`src/aesctr_pkg.sv`:
```
`timescale 1ns / 1ps
`default_nettype none
// ----------------------------------------------------------------------------
// aesctr_pkg
// shared types, constants and aes helper functions for the ctr byte cipher
// ----------------------------------------------------------------------------
package aesctr_pkg;

    localparam int BLOCK_BYTES   = 16;
    localparam int COUNTER_BYTES = 8;

    typedef enum logic [1:0] {
        KEY_MODE_NONE = 2'd0,
        KEY_MODE_128  = 2'd1,
        KEY_MODE_192  = 2'd2,
        KEY_MODE_256  = 2'd3
    } t_key_mode;

    typedef enum logic [2:0] {
        REG_KEY_MODE = 3'd0,
        REG_KEY_W0   = 3'd1,
        REG_KEY_W1   = 3'd2,
        REG_KEY_W2   = 3'd3,
        REG_KEY_W3   = 3'd4
    } t_reg_idx;

    typedef enum logic [2:0] {
        ST_IDLE,
        ST_LOAD,
        ST_EXPAND,
        ST_ROUND,
        ST_OUT
    } t_state;

    // controller to datapath
    typedef struct packed {
        logic take_in;   // capture input beat
        logic restart;   // clear counter and position
        logic load;      // bump counter, seed key schedule and state
        logic kstep;     // one key schedule word step
        logic rstep;     // one aes round
        logic emit;      // form output byte
    } t_cmd;

    // datapath to controller
    typedef struct packed {
        logic need_refill;
        logic kword_ready;   // four new schedule words available
        logic last_round;
    } t_sts;

    localparam logic [7:0] SBOX [256] = '{
        8'h63,8'h7c,8'h77,8'h7b,8'hf2,8'h6b,8'h6f,8'hc5,8'h30,8'h01,8'h67,8'h2b,8'hfe,8'hd7,8'hab,8'h76,
        8'hca,8'h82,8'hc9,8'h7d,8'hfa,8'h59,8'h47,8'hf0,8'had,8'hd4,8'ha2,8'haf,8'h9c,8'ha4,8'h72,8'hc0,
        8'hb7,8'hfd,8'h93,8'h26,8'h36,8'h3f,8'hf7,8'hcc,8'h34,8'ha5,8'he5,8'hf1,8'h71,8'hd8,8'h31,8'h15,
        8'h04,8'hc7,8'h23,8'hc3,8'h18,8'h96,8'h05,8'h9a,8'h07,8'h12,8'h80,8'he2,8'heb,8'h27,8'hb2,8'h75,
        8'h09,8'h83,8'h2c,8'h1a,8'h1b,8'h6e,8'h5a,8'ha0,8'h52,8'h3b,8'hd6,8'hb3,8'h29,8'he3,8'h2f,8'h84,
        8'h53,8'hd1,8'h00,8'hed,8'h20,8'hfc,8'hb1,8'h5b,8'h6a,8'hcb,8'hbe,8'h39,8'h4a,8'h4c,8'h58,8'hcf,
        8'hd0,8'hef,8'haa,8'hfb,8'h43,8'h4d,8'h33,8'h85,8'h45,8'hf9,8'h02,8'h7f,8'h50,8'h3c,8'h9f,8'ha8,
        8'h51,8'ha3,8'h40,8'h8f,8'h92,8'h9d,8'h38,8'hf5,8'hbc,8'hb6,8'hda,8'h21,8'h10,8'hff,8'hf3,8'hd2,
        8'hcd,8'h0c,8'h13,8'hec,8'h5f,8'h97,8'h44,8'h17,8'hc4,8'ha7,8'h7e,8'h3d,8'h64,8'h5d,8'h19,8'h73,
        8'h60,8'h81,8'h4f,8'hdc,8'h22,8'h2a,8'h90,8'h88,8'h46,8'hee,8'hb8,8'h14,8'hde,8'h5e,8'h0b,8'hdb,
        8'he0,8'h32,8'h3a,8'h0a,8'h49,8'h06,8'h24,8'h5c,8'hc2,8'hd3,8'hac,8'h62,8'h91,8'h95,8'he4,8'h79,
        8'he7,8'hc8,8'h37,8'h6d,8'h8d,8'hd5,8'h4e,8'ha9,8'h6c,8'h56,8'hf4,8'hea,8'h65,8'h7a,8'hae,8'h08,
        8'hba,8'h78,8'h25,8'h2e,8'h1c,8'ha6,8'hb4,8'hc6,8'he8,8'hdd,8'h74,8'h1f,8'h4b,8'hbd,8'h8b,8'h8a,
        8'h70,8'h3e,8'hb5,8'h66,8'h48,8'h03,8'hf6,8'h0e,8'h61,8'h35,8'h57,8'hb9,8'h86,8'hc1,8'h1d,8'h9e,
        8'he1,8'hf8,8'h98,8'h11,8'h69,8'hd9,8'h8e,8'h94,8'h9b,8'h1e,8'h87,8'he9,8'hce,8'h55,8'h28,8'hdf,
        8'h8c,8'ha1,8'h89,8'h0d,8'hbf,8'he6,8'h42,8'h68,8'h41,8'h99,8'h2d,8'h0f,8'hb0,8'h54,8'hbb,8'h16
    };

    function automatic logic [7:0] xtime(input logic [7:0] a);
        xtime = {a[6:0], 1'b0} ^ (a[7] ? 8'h1b : 8'h00);
    endfunction

    // byte i of the aes state sits in bits 8*i+7 : 8*i
    function automatic logic [127:0] aes_round(input logic [127:0] s, input logic mix);
        logic [127:0] t;
        logic [127:0] m;
        logic [7:0]   a0, a1, a2, a3, al;
        for (int c = 0; c < 4; c++) begin
            for (int r = 0; r < 4; r++) begin
                t[8*(r+4*c) +: 8] = SBOX[s[8*(r + 4*((c+r) & 3)) +: 8]];
            end
        end
        for (int c = 0; c < 4; c++) begin
            a0 = t[8*(4*c)   +: 8];
            a1 = t[8*(4*c+1) +: 8];
            a2 = t[8*(4*c+2) +: 8];
            a3 = t[8*(4*c+3) +: 8];
            al = a0 ^ a1 ^ a2 ^ a3;
            m[8*(4*c)   +: 8] = a0 ^ al ^ xtime(a0 ^ a1);
            m[8*(4*c+1) +: 8] = a1 ^ al ^ xtime(a1 ^ a2);
            m[8*(4*c+2) +: 8] = a2 ^ al ^ xtime(a2 ^ a3);
            m[8*(4*c+3) +: 8] = a3 ^ al ^ xtime(a3 ^ a0);
        end
        aes_round = mix ? m : t;
    endfunction

endpackage
`default_nettype wire

```
`src/aesctr_ctrl.sv`:
```
`timescale 1ns / 1ps
`default_nettype none
// ----------------------------------------------------------------------------
// aesctr_ctrl
// sequencer: accepts a beat, runs key schedule and rounds on refill, emits
// ----------------------------------------------------------------------------
module aesctr_ctrl
    import aesctr_pkg::*;
(
    input  wire  i_clk,
    input  wire  i_rst_n,
    input  wire  i_in_valid,
    input  wire  i_in_start,
    input  wire  i_out_busy,     // output register full and not drained
    input  t_sts i_sts,
    output logic o_in_ready,
    output t_cmd o_cmd
);

    t_state r_state, n_state;

    always_ff @(posedge i_clk) begin
        if (!i_rst_n) begin
            r_state <= ST_IDLE;
        end else begin
            r_state <= n_state;
        end
    end

    always_comb begin
        n_state = r_state;
        case (r_state)
            ST_IDLE: begin
                if (i_in_valid) begin
                    n_state = (i_in_start || i_sts.need_refill) ? ST_LOAD : ST_OUT;
                end
            end
            ST_LOAD:   n_state = ST_EXPAND;
            ST_EXPAND: if (i_sts.kword_ready) n_state = ST_ROUND;
            ST_ROUND: begin
                if (i_sts.last_round) begin
                    n_state = ST_OUT;
                end else begin
                    n_state = ST_EXPAND;
                end
            end
            ST_OUT:    if (!i_out_busy) n_state = ST_IDLE;
            default:   n_state = ST_IDLE;
        endcase
    end

    always_comb begin
        o_cmd      = '0;
        o_in_ready = 1'b0;
        case (r_state)
            ST_IDLE: begin
                o_in_ready      = 1'b1;
                o_cmd.take_in   = i_in_valid;
                o_cmd.restart   = i_in_valid && i_in_start;
            end
            ST_LOAD:   o_cmd.load  = 1'b1;
            ST_EXPAND: o_cmd.kstep = !i_sts.kword_ready;
            ST_ROUND:  o_cmd.rstep = 1'b1;
            ST_OUT:    o_cmd.emit  = !i_out_busy;
            default: ;
        endcase
    end

    assert property (@(posedge i_clk) disable iff (!i_rst_n)
        o_cmd.load |=> r_state == ST_EXPAND)
        else $error("load not followed by expansion");
    assert property (@(posedge i_clk) disable iff (!i_rst_n)
        o_in_ready |-> r_state == ST_IDLE)
        else $error("ready outside idle");
    assert property (@(posedge i_clk) disable iff (!i_rst_n)
        o_cmd.emit |=> r_state == ST_IDLE)
        else $error("emit did not return to idle");

endmodule
`default_nettype wire

```
`config.mk`:
```
export PLATFORM = sky130hd
export DESIGN_NAME = aesctr_ctrl
export DESIGN_NICKNAME = d
export VERILOG_FILES = /design/src/aesctr_pkg.sv /design/src/aesctr_ctrl.sv
export SDC_FILE = /design/constraint.sdc
export NUM_CORES = 1
export LEC_CHECK = 0
export BUFFER_PORTS_ARGS = -buffer_cell sky130_fd_sc_hd__buf_2
export CORE_AREA = 2 2 39 41
export DETAILED_ROUTE_END_ITERATION = 12
export DIE_AREA = 0 0 41 43
export MAX_ROUTING_LAYER = met4
export PLACE_DENSITY = 0.49
export SKIP_LAST_GASP = 1
export SYNTH_ARGS = -nofsm -noshare
export SYNTH_HDL_FRONTEND = slang
export SYNTH_SLANG_ARGS = --single-unit
```
`constraint.sdc`:
```
create_clock -name i_clk -period 3.1 [get_ports i_clk]
set_input_delay 0.31 -clock i_clk [delete_from_list [all_inputs] [get_ports i_clk]]
set_output_delay 0.31 -clock i_clk [all_outputs]
set_load 0.03 [all_outputs]
```
==> impl_metrics.py <==
metrics = {
    "power": {
        "p_leak_uw": 0.000154,
        "powerDensity_nw_per_um2": 504,
        "p_total_uw": 168,
        "ir_drop_v": 0.000108,
    },
    "routing": {
        "drtAntennaViolNets": 0,
        "vias_per_cell": 4.27,
        "drt_iter0_drc": 0,
        "drc": 0,
        "drt-total-wl_um": 619,
        "vias": 256,
        "firstDrtPassIters": 1,
        "wire_per_inst_um": 10.3,
    },
    "die": {
        "rows": 14,
        "die_area_um2": 1760,
        "die_width_um": 41,
        "initial_core_util": 0.168,
        "ios": 15,
        "core_um2": 1380,
        "die_h_um": 43,
    },
    "timing": {
        "slew_headroom": 0.789,
        "hold_viol": 0,
        "whs_ns": 0.288,
        "rsz0062_at_grt": "false",
        "worst_slew_pin_slew_ns": 0.316,
        "slew_violations": 0,
        "setup_viol": 0,
        "finClkSkew_ns": 0.00220,
        "post-route-period-util": 0.517,
        "setup_ws_ns": 1.50,
        "period_needed_ns": 1.60,
        "fmax_mhz": 624,
        "finalSetupTns_ns": 0,
    },
    "clock_network": {
        "ctsHoldBuffers": 0,
        "cts.root.buffer_cell": "clkbuf_4",
        "clock-sinks": 3,
        "clk_latency_ns": 0.23,
        "cts.repair.resized": 0,
        "path_clk_slew_ns": 0.03,
        "htree_levels": 1,
        "cts_setup_buffers": 0,
        "cts_tree": "yes",
        "cts_made_buffers": 3,
        "cts_max_path_buffers": 2,
    },
    "final_layout": {
        "drive_gt1_frac": 0.477,
        "insertedDiodeCount": 0,
        "area_growth_syn_to_layout_pct": 43.0,
        "largest_reg_flops": 3,
        "largest_register": "r_state",
        "post-route-util": 0.241,
        "reg_top3": "r_state: 3 flops",
        "nets": 53,
    },
    "global_routing": {
        "grt_pass1_wl_um": 883,
        "antenna_found_initial": 0,
        "grt_pass1_vias": 240,
        "grt_max_degree": 12,
        "track_usage": 0.0852,
        "grt_remaining_overflow": 0,
    },
    "critical_path": {
        "worst-path-max-fanout": 9,
        "critPathCaptureType": "output pin",
        "crit_arrival_ns": 1.29,
        "critPathRequiredTime_ns": 2.79,
        "startpoint_type": "flop",
        "path_class": "flop to output pin",
    },
    "logic_synthesis": {
        "ys_types": 22,
        "synth.ff_latch_count": 3,
        "synth_commonest_cells": "dfxtp_1, nand2_1, nor3_1, nor3b_1",
        "synthTopCellsByArea": "dfxtp_1, a221oi_2, nor3b_1, buf_6, nand2_1",
        "synth_nets": 36,
        "seq_area_frac_synth": 0.258,
        "synth_top_area_share": 0.258,
        "synth_warnings": 0,
        "synth_edf_count": 0,
        "synth_area_per_cell_um2": 8.31,
        "syn_area_um2": 233,
        "synth_top_area_cell": "dfxtp_1",
        "synth_cells": 28,
        "ys.flop_type": "dfxtp_1",
        "async_flop_share": 0,
    },
    "run_status": {
        "status": "complete, no violations",
    },
    "worst_hold_path": {
        "hold_class": "input port to flop",
    },
    "place": {
        "hpwl_um": 464,
        "dp_slack_ns": 1.72,
        "portBuffers": 14,
        "place_congestion": 0.746,
    },
    "flow_run": {
        "maxCapViolCount": 0,
    },
}
## report_power, final
| part | switching (uW) | internal (uW) | total, uW |
|---|---|---|---|
| Sequential | 6.88 | 42.0 | 48.9 |
| Combinational | 30.5 | 20.6 | 51.2 |
| Clock | 19.5 | 48.2 | 67.7 |
| Total | 57.0 | 111 | 168 |
## worst paths after layout
path	slack [ns]	depth (start not counted)	end	start
worst max-delay path	1.50	3	o_cmd[0]	r_state[0]
worst min-delay path	0.29	2	r_state[1]	i_sts[0]
worst max register to register	1.71	3	r_state[2]	r_state[0]
worst min register to register	0.56	1	r_state[1]	r_state[0]
## critical path, cell delays in order (launching register included)
cell and delay (ns):
dfxtp_1 0.37, or2_4 0.29, nor3b_1 0.17, buf_2 0.23
## per-stage QoR
step	cells	instance area, um2
after global placement	56	307
after floorplan	28	233
after CTS	60	333
after global routing	60	333
after detailed placement	56	307
final	60	333
## layer usage
layer / global-route usage / vias up / share of wire
li1: - / 135 / -
met1: 0.0927 / 112 / 0.47
met2: 0.103 / 9 / 0.49
met3: 0.0314 / 0 / 0.040
met4: 0.100 / 0 / 0
met5: - / - / 0
## cell families after synthesis
kind of cell           synth area share
AOI/OAI and AO/OA                 0.172
DFF                               0.258
and+or+nand+nor                   0.484
buffers and inverters            0.0860
## area by class of cell
cell class / count / area, um2
inverter: 1 / 3.75
multi-input combinational: 22 / 153
timing repair buffer: 14 / 70.1
sequential: 3 / 60.1
fill: 160 / 1050
tap: 16 / 20.0
clock buffer: 4 / 26.3
## layout by cell type, fill, tap and decap left out, drive strengths merged
cell type | synthesis | layout
a21oi | 1 | 1
a221oi | 1 | 1
a31oi | 1 | 1
and2 | 1 | 1
and3 | 1 | 1
and3b | 1 | 1
buf | 2 | 14
clkbuf | 0 | 4
dfxtp | 3 | 3
inv | 1 | 1
nand2 | 3 | 3
nand3b | 1 | 1
nand4b | 1 | 1
nor2 | 1 | 1
nor2b | 1 | 1
nor3 | 2 | 2
nor3b | 2 | 2
nor4b | 1 | 1
o21a | 1 | 1
o21ai | 1 | 1
or2 | 1 | 1
or4 | 1 | 1
No activity file was read; power rests on OpenSTA's default activity.
